File: src/sv/pta_pkg.sv
`timescale 1ns / 1ps
// Shared types, constants and helpers of the peer table with aging.
package pta_pkg;

   // table geometry
   localparam int TABLE_DEPTH = 16;
   localparam int MAX_RESULTS = 16;
   localparam int IDX_W  = (TABLE_DEPTH > 1) ? $clog2(TABLE_DEPTH) : 1;
   localparam int CNT_W  = $clog2(TABLE_DEPTH + 1);
   localparam int ECNT_W = $clog2(MAX_RESULTS + 1);

   // bus widths
   localparam int REQ_W      = 256;
   localparam int RSP_W      = 152;
   localparam int CSR_IDX_W  = 3;
   localparam int CSR_DATA_W = 32;

   // register indexes
   localparam logic [CSR_IDX_W-1:0] CSR_APP_ID    = 3'd0;
   localparam logic [CSR_IDX_W-1:0] CSR_OWN_ID    = 3'd1;
   localparam logic [CSR_IDX_W-1:0] CSR_DISC_SELF = 3'd2;
   localparam logic [CSR_IDX_W-1:0] CSR_PEER_MODE = 3'd3;
   localparam logic [CSR_IDX_W-1:0] CSR_MIN_VER   = 3'd4;
   localparam logic [CSR_IDX_W-1:0] CSR_MAX_VER   = 3'd5;
   localparam logic [CSR_IDX_W-1:0] CSR_TTL       = 3'd6;

   // register reset values
   localparam logic [3:0]  MIN_VER_RST = 4'd1;
   localparam logic [3:0]  MAX_VER_RST = 4'd1;
   localparam logic [31:0] TTL_RST     = 32'd5000;

   // request actions
   localparam logic [1:0] ACT_PACKET = 2'd0;
   localparam logic [1:0] ACT_SWEEP  = 2'd1;
   localparam logic [1:0] ACT_READ   = 2'd2;

   // packet kinds
   localparam logic [1:0] KIND_HERE  = 2'd0;
   localparam logic [1:0] KIND_LEAVE = 2'd1;

   // result events
   localparam logic [3:0] EV_IGNORED       = 4'd0;
   localparam logic [3:0] EV_INSERTED      = 4'd1;
   localparam logic [3:0] EV_REFRESHED     = 4'd2;
   localparam logic [3:0] EV_REFRESHED_NEW = 4'd3;
   localparam logic [3:0] EV_REMOVED       = 4'd4;
   localparam logic [3:0] EV_LEAVE_UNKNOWN = 4'd5;
   localparam logic [3:0] EV_FULL_DROP     = 4'd6;
   localparam logic [3:0] EV_AGED          = 4'd7;
   localparam logic [3:0] EV_SWEEP_NONE    = 4'd8;
   localparam logic [3:0] EV_READ          = 4'd9;

   // request word, last field in the lowest bits
   typedef struct packed {
      logic [3:0]  pad;
      logic [3:0]  slot_index;
      logic [31:0] pkt_user_word;
      logic [63:0] pkt_snapshot;
      logic [31:0] pkt_peer_id;
      logic [31:0] pkt_app_id;
      logic [1:0]  pkt_kind;
      logic [3:0]  pkt_version;
      logic [15:0] src_port;
      logic [31:0] src_ip;
      logic [31:0] now_ms;
      logic [1:0]  action;
   } req_type;

   // result word, last field in the lowest bits
   typedef struct packed {
      logic [2:0]  pad;
      logic        slot_valid;
      logic [31:0] peer_user_word;
      logic [63:0] peer_snapshot;
      logic [15:0] peer_port;
      logic [31:0] peer_ip;
      logic [3:0]  event_res;
   } rsp_type;

   // one table entry
   typedef struct packed {
      logic [31:0] ip;
      logic [15:0] port;
      logic [63:0] snap;
      logic [31:0] uw;
      logic [31:0] seen;
   } entry_type;

   function automatic rsp_type make_rsp(logic [3:0] ev, logic [31:0] ip, logic [15:0] port,
                                        logic [63:0] snap, logic [31:0] uw, logic vld);
      rsp_type r;
      r.pad            = 3'd0;
      r.slot_valid     = vld;
      r.peer_user_word = uw;
      r.peer_snapshot  = snap;
      r.peer_port      = port;
      r.peer_ip        = ip;
      r.event_res      = ev;
      return r;
   endfunction

endpackage

File: src/sv/peer_table_with_aging.sv
`timescale 1ns / 1ps
// Top level: peer table with aging, its sequencer, entry memory and result register.

// Keeps up to TABLE_DEPTH discovered peers. A request is a parsed announcement
// (action 0), an aging sweep (action 1) or a slot read (action 2). Packets that
// pass the version, application id and own-id checks are looked up by IP, or by
// IP and port, in a scan of the table that reads one slot per cycle, unless a
// sweep stalls, from the single read port of the entry memory and matches it in
// one shared compare unit; sweeps use the same scan with a 32-bit idle-time
// subtract and TTL compare. req_tready is low while a request is in work. A
// sweep gives one response per evicted peer (at most MAX_RESULTS), or a single
// sweep-none response if it evicts none, and stalls its scan while the response
// register is held by the downstream side. The final response of each request
// carries rsp_tlast. Valid bits are cleared by reset, so the table is usable the
// cycle after reset; the entry fields themselves are never reset. Registers are
// written through csr_we/csr_index/csr_wdata; the user must do so only while no
// request is in work, which the block itself does not enforce.
module peer_table_with_aging (
   input  logic                             clock,
   input  logic                             reset,
   // request: action, now_ms, src_ip, src_port, pkt_version, pkt_kind,
   // pkt_app_id, pkt_peer_id, pkt_snapshot, pkt_user_word, slot_index
   input  logic                             req_tvalid,
   output logic                             req_tready,
   input  logic [pta_pkg::REQ_W-1:0]        req_tdata,
   // response: event_res, peer_ip, peer_port, peer_snapshot, peer_user_word,
   // slot_valid
   output logic                             rsp_tvalid,
   input  logic                             rsp_tready,
   output logic [pta_pkg::RSP_W-1:0]        rsp_tdata,
   output logic                             rsp_tlast,
   // register writes
   input  logic                             csr_we,
   input  logic [pta_pkg::CSR_IDX_W-1:0]    csr_index,
   input  logic [pta_pkg::CSR_DATA_W-1:0]   csr_wdata
);

   localparam logic [2:0] S_IDLE    = 3'd0;
   localparam logic [2:0] S_DISP    = 3'd1;
   localparam logic [2:0] S_SCAN    = 3'd2;
   localparam logic [2:0] S_RESOLVE = 3'd3;
   localparam logic [2:0] S_READOUT = 3'd4;
   localparam logic [2:0] S_FLUSH   = 3'd5;
   localparam logic [2:0] S_IGNORE  = 3'd6;

   // configuration registers
   logic [31:0] app_id_ff, own_id_ff, ttl_ff;
   logic        disc_self_ff, peer_mode_ff;
   logic [3:0]  min_ver_ff, max_ver_ff;

   // sequencer
   logic [2:0]                   state_ff, state_in;
   pta_pkg::req_type             req_ff, req_in;
   logic [pta_pkg::TABLE_DEPTH-1:0] valid_ff, valid_in;
   logic [pta_pkg::CNT_W-1:0]    issue_cnt_ff, issue_cnt_in;
   logic                         eval_vld_ff, eval_vld_in;
   logic [pta_pkg::IDX_W-1:0]    eval_idx_ff, eval_idx_in;
   logic                         found_ff, found_in;
   logic [pta_pkg::IDX_W-1:0]    found_idx_ff, found_idx_in;
   pta_pkg::entry_type           hit_ff, hit_in;
   logic                         free_vld_ff, free_vld_in;
   logic [pta_pkg::IDX_W-1:0]    free_idx_ff, free_idx_in;
   logic                         pend_vld_ff, pend_vld_in;
   pta_pkg::entry_type           pend_ff, pend_in;
   logic [pta_pkg::ECNT_W-1:0]   evict_cnt_ff, evict_cnt_in;

   // response register
   logic                         rsp_vld_ff, rsp_vld_in;
   pta_pkg::rsp_type             rsp_data_ff, rsp_data_in;
   logic                         rsp_last_ff, rsp_last_in;
   logic                         out_free, out_load;

   // entry memory
   pta_pkg::entry_type           mem [pta_pkg::TABLE_DEPTH];
   pta_pkg::entry_type           mem_rd_ff;
   logic                         mem_re, mem_we;
   logic [pta_pkg::IDX_W-1:0]    mem_raddr, mem_waddr;
   pta_pkg::entry_type           mem_wdata;

   // shared compare unit and scan helpers
   logic [31:0]                  idle_ms;
   logic                         ip_eq, port_eq, slot_v, stall, pkt_pass, newer;
   logic                         is_sweep;
   logic [7:0]                   slot_ext;
   logic                         slot_in_range;
   pta_pkg::entry_type           upd;

   assign req_tready = (state_ff == S_IDLE);
   assign rsp_tvalid = rsp_vld_ff;
   assign rsp_tdata  = rsp_data_ff;
   assign rsp_tlast  = rsp_last_ff;
   assign out_free   = !rsp_vld_ff || rsp_tready;

   always_ff @(posedge clock) begin
      if (reset) begin
         app_id_ff    <= '0;
         own_id_ff    <= '0;
         disc_self_ff <= 1'b0;
         peer_mode_ff <= 1'b0;
         min_ver_ff   <= pta_pkg::MIN_VER_RST;
         max_ver_ff   <= pta_pkg::MAX_VER_RST;
         ttl_ff       <= pta_pkg::TTL_RST;
      end else if (csr_we) begin
         case (csr_index)
            pta_pkg::CSR_APP_ID:    app_id_ff    <= csr_wdata;
            pta_pkg::CSR_OWN_ID:    own_id_ff    <= csr_wdata;
            pta_pkg::CSR_DISC_SELF: disc_self_ff <= csr_wdata[0];
            pta_pkg::CSR_PEER_MODE: peer_mode_ff <= csr_wdata[0];
            pta_pkg::CSR_MIN_VER:   min_ver_ff   <= csr_wdata[3:0];
            pta_pkg::CSR_MAX_VER:   max_ver_ff   <= csr_wdata[3:0];
            pta_pkg::CSR_TTL:       ttl_ff       <= csr_wdata;
            default: ;
         endcase
      end
   end

   // packet admission check
   assign pkt_pass = (req_ff.pkt_version != 4'd0) && (req_ff.pkt_version >= min_ver_ff) &&
                     (req_ff.pkt_version <= max_ver_ff) && (req_ff.pkt_app_id == app_id_ff) &&
                     (disc_self_ff || (req_ff.pkt_peer_id != own_id_ff)) &&
                     !req_ff.pkt_kind[1];

   assign is_sweep = (req_ff.action == pta_pkg::ACT_SWEEP);
   assign ip_eq    = (mem_rd_ff.ip == req_ff.src_ip);
   assign port_eq  = (mem_rd_ff.port == req_ff.src_port);
   assign idle_ms  = req_ff.now_ms - mem_rd_ff.seen;
   assign slot_v   = valid_ff[eval_idx_ff];
   assign newer    = (hit_ff.snap < req_ff.pkt_snapshot);
   assign slot_ext = {4'd0, req_ff.slot_index};
   assign slot_in_range = (slot_ext < 8'(pta_pkg::TABLE_DEPTH));

   // a sweep holds its scan while a finished eviction cannot move on
   assign stall = (state_ff == S_SCAN) && is_sweep && eval_vld_ff && pend_vld_ff && !out_free;

   always_comb begin
      state_in     = state_ff;
      req_in       = req_ff;
      valid_in     = valid_ff;
      issue_cnt_in = issue_cnt_ff;
      eval_vld_in  = eval_vld_ff;
      eval_idx_in  = eval_idx_ff;
      found_in     = found_ff;
      found_idx_in = found_idx_ff;
      hit_in       = hit_ff;
      free_vld_in  = free_vld_ff;
      free_idx_in  = free_idx_ff;
      pend_vld_in  = pend_vld_ff;
      pend_in      = pend_ff;
      evict_cnt_in = evict_cnt_ff;
      out_load     = 1'b0;
      rsp_data_in  = rsp_data_ff;
      rsp_last_in  = rsp_last_ff;
      mem_re       = 1'b0;
      mem_raddr    = '0;
      mem_we       = 1'b0;
      mem_waddr    = found_idx_ff;
      mem_wdata    = hit_ff;
      upd          = hit_ff;

      case (state_ff)
         S_IDLE: begin
            if (req_tvalid) begin
               req_in   = pta_pkg::req_type'(req_tdata);
               state_in = S_DISP;
            end
         end

         S_DISP: begin
            issue_cnt_in = '0;
            eval_vld_in  = 1'b0;
            found_in     = 1'b0;
            free_vld_in  = 1'b0;
            pend_vld_in  = 1'b0;
            evict_cnt_in = '0;
            case (req_ff.action)
               pta_pkg::ACT_PACKET: state_in = pkt_pass ? S_SCAN : S_IGNORE;
               pta_pkg::ACT_SWEEP:  state_in = S_SCAN;
               pta_pkg::ACT_READ: begin
                  mem_re    = 1'b1;
                  mem_raddr = slot_ext[pta_pkg::IDX_W-1:0];
                  state_in  = S_READOUT;
               end
               default: state_in = S_IGNORE;
            endcase
         end

         S_SCAN: begin
            if (!stall) begin
               // issue the next slot read
               if (issue_cnt_ff < pta_pkg::CNT_W'(pta_pkg::TABLE_DEPTH)) begin
                  mem_re       = 1'b1;
                  mem_raddr    = issue_cnt_ff[pta_pkg::IDX_W-1:0];
                  issue_cnt_in = issue_cnt_ff + 1'b1;
                  eval_vld_in  = 1'b1;
                  eval_idx_in  = issue_cnt_ff[pta_pkg::IDX_W-1:0];
               end else begin
                  eval_vld_in = 1'b0;
                  state_in    = is_sweep ? S_FLUSH : S_RESOLVE;
               end
               // evaluate the slot read last cycle
               if (eval_vld_ff) begin
                  if (is_sweep) begin
                     if (slot_v && (idle_ms > ttl_ff) &&
                         (evict_cnt_ff < pta_pkg::ECNT_W'(pta_pkg::MAX_RESULTS))) begin
                        valid_in[eval_idx_ff] = 1'b0;
                        evict_cnt_in = evict_cnt_ff + 1'b1;
                        pend_vld_in  = 1'b1;
                        pend_in      = mem_rd_ff;
                        if (pend_vld_ff) begin
                           out_load    = 1'b1;
                           rsp_data_in = pta_pkg::make_rsp(pta_pkg::EV_AGED, pend_ff.ip,
                                            pend_ff.port, pend_ff.snap, pend_ff.uw, 1'b0);
                           rsp_last_in = 1'b0;
                        end
                     end
                  end else begin
                     if (slot_v) begin
                        if (!found_ff && ip_eq && (!peer_mode_ff || port_eq)) begin
                           found_in     = 1'b1;
                           found_idx_in = eval_idx_ff;
                           hit_in       = mem_rd_ff;
                        end
                     end else if (!free_vld_ff) begin
                        free_vld_in = 1'b1;
                        free_idx_in = eval_idx_ff;
                     end
                  end
               end
            end
         end

         S_RESOLVE: begin
            if (out_free) begin
               out_load    = 1'b1;
               rsp_last_in = 1'b1;
               state_in    = S_IDLE;
               if (req_ff.pkt_kind == pta_pkg::KIND_HERE) begin
                  if (found_ff) begin
                     upd.seen = req_ff.now_ms;
                     if (newer) begin
                        upd.snap = req_ff.pkt_snapshot;
                        upd.uw   = req_ff.pkt_user_word;
                     end
                     mem_we    = 1'b1;
                     mem_waddr = found_idx_ff;
                     mem_wdata = upd;
                     rsp_data_in = pta_pkg::make_rsp(
                        newer ? pta_pkg::EV_REFRESHED_NEW : pta_pkg::EV_REFRESHED,
                        upd.ip, upd.port, upd.snap, upd.uw, 1'b1);
                  end else if (free_vld_ff) begin
                     upd.ip    = req_ff.src_ip;
                     upd.port  = req_ff.src_port;
                     upd.snap  = req_ff.pkt_snapshot;
                     upd.uw    = req_ff.pkt_user_word;
                     upd.seen  = req_ff.now_ms;
                     mem_we    = 1'b1;
                     mem_waddr = free_idx_ff;
                     mem_wdata = upd;
                     valid_in[free_idx_ff] = 1'b1;
                     rsp_data_in = pta_pkg::make_rsp(pta_pkg::EV_INSERTED, upd.ip, upd.port,
                                                     upd.snap, upd.uw, 1'b1);
                  end else begin
                     rsp_data_in = pta_pkg::make_rsp(pta_pkg::EV_FULL_DROP, req_ff.src_ip,
                                      req_ff.src_port, req_ff.pkt_snapshot,
                                      req_ff.pkt_user_word, 1'b0);
                  end
               end else begin
                  if (found_ff) begin
                     valid_in[found_idx_ff] = 1'b0;
                     rsp_data_in = pta_pkg::make_rsp(pta_pkg::EV_REMOVED, hit_ff.ip,
                                      hit_ff.port, hit_ff.snap, hit_ff.uw, 1'b0);
                  end else begin
                     rsp_data_in = pta_pkg::make_rsp(pta_pkg::EV_LEAVE_UNKNOWN, '0, '0, '0,
                                                     '0, 1'b0);
                  end
               end
            end
         end

         S_READOUT: begin
            if (out_free) begin
               out_load    = 1'b1;
               rsp_last_in = 1'b1;
               state_in    = S_IDLE;
               if (slot_in_range && valid_ff[slot_ext[pta_pkg::IDX_W-1:0]]) begin
                  rsp_data_in = pta_pkg::make_rsp(pta_pkg::EV_READ, mem_rd_ff.ip,
                                   mem_rd_ff.port, mem_rd_ff.snap, mem_rd_ff.uw, 1'b1);
               end else begin
                  rsp_data_in = pta_pkg::make_rsp(pta_pkg::EV_READ, '0, '0, '0, '0, 1'b0);
               end
            end
         end

         S_FLUSH: begin
            if (out_free) begin
               out_load    = 1'b1;
               rsp_last_in = 1'b1;
               state_in    = S_IDLE;
               if (pend_vld_ff) begin
                  rsp_data_in = pta_pkg::make_rsp(pta_pkg::EV_AGED, pend_ff.ip, pend_ff.port,
                                                  pend_ff.snap, pend_ff.uw, 1'b0);
               end else begin
                  rsp_data_in = pta_pkg::make_rsp(pta_pkg::EV_SWEEP_NONE, '0, '0, '0, '0,
                                                  1'b0);
               end
            end
         end

         S_IGNORE: begin
            if (out_free) begin
               out_load    = 1'b1;
               rsp_last_in = 1'b1;
               state_in    = S_IDLE;
               rsp_data_in = pta_pkg::make_rsp(pta_pkg::EV_IGNORED, '0, '0, '0, '0, 1'b0);
            end
         end

         default: state_in = S_IDLE;
      endcase
   end

   // response valid: set on load, dropped when taken
   always_comb begin
      if (out_load) begin
         rsp_vld_in = 1'b1;
      end else if (rsp_tready) begin
         rsp_vld_in = 1'b0;
      end else begin
         rsp_vld_in = rsp_vld_ff;
      end
   end

   always_ff @(posedge clock) begin
      if (reset) begin
         state_ff     <= S_IDLE;
         valid_ff     <= '0;
         issue_cnt_ff <= '0;
         eval_vld_ff  <= 1'b0;
         found_ff     <= 1'b0;
         free_vld_ff  <= 1'b0;
         pend_vld_ff  <= 1'b0;
         evict_cnt_ff <= '0;
         rsp_vld_ff   <= 1'b0;
      end else begin
         state_ff     <= state_in;
         valid_ff     <= valid_in;
         issue_cnt_ff <= issue_cnt_in;
         eval_vld_ff  <= eval_vld_in;
         found_ff     <= found_in;
         free_vld_ff  <= free_vld_in;
         pend_vld_ff  <= pend_vld_in;
         evict_cnt_ff <= evict_cnt_in;
         rsp_vld_ff   <= rsp_vld_in;
      end
   end

   // payload registers, no reset
   always_ff @(posedge clock) begin
      req_ff       <= req_in;
      eval_idx_ff  <= eval_idx_in;
      found_idx_ff <= found_idx_in;
      hit_ff       <= hit_in;
      free_idx_ff  <= free_idx_in;
      pend_ff      <= pend_in;
      rsp_data_ff  <= rsp_data_in;
      rsp_last_ff  <= rsp_last_in;
   end

   // entry memory: one write port, one registered read port
   always_ff @(posedge clock) begin
      if (mem_we) begin
         mem[mem_waddr] <= mem_wdata;
      end
   end

   always_ff @(posedge clock) begin
      if (mem_re) begin
         mem_rd_ff <= mem[mem_raddr];
      end
   end

   // never overwrite a response that is still waiting
   a_no_overwrite: assert property (@(posedge clock) disable iff (reset)
      out_load |-> out_free)
      else $error("response register overwritten");

   // a matched entry is still live when it is resolved
   a_hit_live: assert property (@(posedge clock) disable iff (reset)
      (state_ff == S_RESOLVE && found_ff) |-> valid_ff[found_idx_ff])
      else $error("resolved hit on empty slot");

   // inserts only land in free slots
   a_insert_free: assert property (@(posedge clock) disable iff (reset)
      (state_ff == S_RESOLVE && out_load && !found_ff && free_vld_ff) |->
      !valid_ff[free_idx_ff])
      else $error("insert into occupied slot");

   // a sweep never reports more evictions than allowed
   a_evict_limit: assert property (@(posedge clock) disable iff (reset)
      (state_ff == S_SCAN) |-> (evict_cnt_ff <= pta_pkg::ECNT_W'(pta_pkg::MAX_RESULTS)))
      else $error("eviction count over limit");

endmodule
File: config.mk
export PLATFORM = sky130hd
export DESIGN_NAME = peer_table_with_aging
export DESIGN_NICKNAME = d
export VERILOG_FILES = /design/src/sv/pta_pkg.sv /design/src/sv/peer_table_with_aging.sv
export SDC_FILE = /design/constraint.sdc
export NUM_CORES = 2
export LEC_CHECK = 0
export BUFFER_PORTS_ARGS = -buffer_cell sky130_fd_sc_hd__clkbuf_2
export CORE_MARGIN = 5
export CORE_UTILIZATION = 62
export CTS_CLUSTER_SIZE = 28
export DETAILED_ROUTE_END_ITERATION = 16
export MAX_ROUTING_LAYER = met4
export PLACE_DENSITY = 0.79
export SETUP_SLACK_MARGIN = 0.02
export SLEW_MARGIN = 20
export SYNTH_ARGS = -nofsm -noshare
export SYNTH_HDL_FRONTEND = slang
export SYNTH_SLANG_ARGS = --single-unit
File: constraint.sdc
create_clock -name clock -period 15.8 [get_ports clock]
set_input_delay 3.16 -clock clock [delete_from_list [all_inputs] [get_ports clock]]
set_output_delay 3.16 -clock clock [all_outputs]
set_load 0.02 [all_outputs]
==> qor.yml <==
critical_path:
  crit_family: "compound AO/OA/AOI/OAI gates"
  worstSetupPathType: "flop to flop"
  crit_path_max_incr_delay_ns: 0.64
  cp_num_cells: 25
  start_kind: "flop"
  path_buf_inv: 4
  worst_path_max_delay_cell: "buf_4"
  critPathMaxFanout: 43
  ff2ff_setup_slack_ns: 7.75
  r2r-start: "req_ff[2]"
  r2r.worst_path.cells: 25
  crit_arrival_ns: 8.66
  cp.required_ns: 16.41
  rr_endpoint: "rsp_tdata[41]"
  end_kind: "flop"
flow_run:
  maxCapViolCount: 0
timing:
  tightest_slew_ns: 1.390
  min_period_over_period: 0.5098
  tns_ns: 0
  setup_viol: 0
  slew_viol_final: 0
  timing_hold_violations_final: 0
  fmax_mhz: 124.1
  grt_setup_unrepaired: "no"
  skew_ns: 0.08779
  relSlewSlack: 0.07332
  period_needed_ns: 8.055
floorplan:
  die_x_um: 509.4
  dieHeight_um: 509.4
  core_area_mm2: 0.2484
  dieArea_mm2: 0.2595
  boundaryPins: 451
  initial_core_util: 0.6225
  std_cell_rows: 183
yosys:
  ys.flop_type: "edfxtp_1"
  postSynthCellCount: 11348
  synth_compound_area_frac: 0.08089
  synth_cell_types: 72
  netlist_area_mm2: 0.1546
  ys_warn_count: 0
  seq_area_frac_synth: 0.7417
  synth_fa_ha_area_frac: 0.01113
  synth-simple-area-share: 0.1228
  synth-edff-count: 3726
  syn_avg_cell_area_um2: 13.63
  synth_xor_area_frac: 0.007873
  synthMuxAreaShare: 0.01150
  async_flop_share: 0
  synth-seq-cells: 3866
  synth_top_family_by_area: "simple AND/OR/NAND/NOR gates"
placed_design:
  numPlacedInstances: 14522
  placedInstanceArea_mm2: 0.1595
  dpl.hpwl_mm: 206.9
  gp_congestion: 0.9056
  io_buffers: 443
cts:
  cts_setup_buffers: 0
  cts_buffers: 387
  clockRootBuffer: "clkbuf_16"
  cts_tree: "built"
  clk_pin_slew_ns: 0.06
  htreeDepth: 5
  cts_num_sinks: 3866
  post_cts_resized: 0
  cts_hold_buf: 0
  clk-insertion-delay-late_ns: 1.00
  clk_path_buf_depth: 4
finish:
  num-fill-cells: 15407
  final_cells: 15233
  layout.nets: 12018
  syn_to_final_growth_pct: 11.47
  drive_gt1_frac: 0.1088
  stdcell_area_mm2: 0.1724
worst_hold_path:
  min_path_type: "flop to flop"
  min_from: "mem_rd_ff[27]"
  hold_end: "hit_ff[27]"
  worstHoldPathCells: 0
power:
  power.density_mw_per_mm2: 134.1
  ir_worst_vdd_uv: 123.1
  p_leak_nw: 61.07
drt:
  drc: 0
  drtIter0Drc: 14780
  vias: 100335
  wl_mm: 407.3
  dr.pass1.iters: 8
  routedWlPerCell_um: 26.74
  postRouteAntennaNets: 0
  vias_per_cell: 6.587
grt:
  grt_pass1_vias: 98111
  grt_overflow: 0
  grt_pass1_wl_mm: 602.7
  antenna_found_initial: 21
  grt_max_degree: 221
  track_usage: 0.3169
outcome:
  status: "finished clean"
[per-stage QoR]
| stage | setup WS, ns | power (mW) | hold WS [ns] | utilization |
|---|---|---|---|---|
| after floorplan | 3.305 | 13.33 | 0.4264 | - |
| after global placement | 7.552 | 13.96 | 0.4375 | 0.6421 |
| after CTS | 7.918 | 23.12 | 0.4059 | 0.6933 |
| after detailed placement | 7.497 | 14.04 | 0.4348 | 0.6422 |
| after global routing | 7.420 | 23.79 | 0.4175 | 0.6939 |
| final | 7.745 | 23.11 | 0.4108 | 0.6939 |
[metal layers]
| layer | vias to the layer above | wire length (um) | part of all wire | track usage |
|---|---|---|---|---|
| met1 | 49104 | 144300 | 0.35 | 0.4202 |
| li1 | 42832 | - | - | - |
| met5 | - | 0 | 0 | - |
| met4 | 0 | 22450 | 0.055 | 0.1550 |
| met3 | 1274 | 49310 | 0.12 | 0.05588 |
| met2 | 7125 | 191200 | 0.47 | 0.4818 |
[area by class of cell]
class	instances	area (um^2)	share of cell area
Sequential cell	3866	114700	0.6653
Multi-Input combinational cell	6597	36510	0.2118
Clock buffer	469	10250	0.05947
Tap cell	3330	4167	0.02417
Timing Repair Buffer	585	3714	0.02154
Clock inverter	220	2447	0.01420
Inverter	148	555.5	0.003223
Antenna cell	18	45.04	0.0002613
[flip-flops by register name, summed over array words and instances (netlist names), 16 cells and up]
| name | flops |
|---|---|
| valid_ff | 16 |
| pend_ff | 144 |
| own_id_ff | 32 |
| req_ff | 252 |
| app_id_ff | 32 |
| ttl_ff | 32 |
| hit_ff | 176 |
| mem | 2816 |
| mem_rd_ff | 176 |
| rsp_tdata | 149 |
[worst max path at each step]
stage	from	end	slack, ns
after floorplan	rsp_tready	mem[0][0]	3.31
after global placement	rsp_tready	mem[6][104]	7.55
after detailed placement	rsp_tready	mem[6][104]	7.50
after CTS	req_ff[2]	rsp_tdata[41]	7.92
after global routing	req_ff[2]	rsp_tdata[41]	7.42
final	req_ff[2]	rsp_tdata[41]	7.75
[cells in the mapped netlist (all sizes together), types with 17 or more instances]
cell type / n / area, um^2
a211oi: 198 / 1486
a21o: 42 / 315.3
a21oi: 380 / 1902
a221o: 144 / 1441
a22o: 114 / 1007
a311oi: 353 / 3092
a31oi: 371 / 2321
and3: 585 / 3660
buf: 286 / 1474
clkbuf: 453 / 1700
dfxtp: 140 / 2803
edfxtp: 3726 / 111900
ha: 136 / 1702
inv: 148 / 555.5
mux2: 129 / 1453
nand2: 3182 / 11940
nand2b: 17 / 106.4
nand3: 368 / 1842
nand4: 38 / 237.7
nor2: 137 / 530.5
nor2b: 21 / 131.4
nor3: 27 / 140.1
nor4: 22 / 137.6
o21a: 18 / 135.1
o21ai: 55 / 286.5
xnor2: 62 / 543.0
xor2: 77 / 674.4
[logic make-up (layout without fill, tap and decap cells)]
group	Yosys count	in the layout
compound gates	1737	1737
xor+xnor	139	139
fa+ha+maj	137	137
buf+inv	887	1422
flops	3866	3866
mux	149	149
other cells	1	21
simple gates	4432	4432
[power by group]
part	internal (mW)	switching, mW	total, mW
registers	11.5	0.240	11.8
logic	0.691	1.43	2.12
clock network	5.45	3.76	9.21
total	17.7	5.43	23.1
[cell usage in the layout, fill, tap and decap left out, types with 13 or more instances in the layout]
cell,synthesis,final
clkbuf_16,0,395
nor3_1,26,24
and3_1,585,584
nand4_1,38,38
xor2_1,77,77
mux2_2,89,89
clkinv_2,0,73
clkinv_1,0,68
nor4_1,22,22
nand3_1,368,368
dfxtp_1,140,139
clkinvlp_4,0,13
a22o_1,113,110
o21a_1,18,18
nor2b_1,21,21
a21o_1,42,42
mux2_1,40,40
diode_2,0,18
edfxtp_1,3726,3726
a311oi_1,353,353
clkbuf_2,0,442
inv_1,148,147
ha_1,136,136
clkbuf_1,453,65
buf_12,0,31
nand2_1,3182,3179
buf_4,20,110
bufinv_16,0,52
nand2b_1,17,17
xnor2_1,62,62
a211oi_1,198,198
o21ai_0,50,49
a21oi_1,380,378
nor2_4,0,18
a221o_1,144,144
a31oi_1,371,371
nor2_1,136,117
Note: power is estimated with default switching activity, not from simulation.
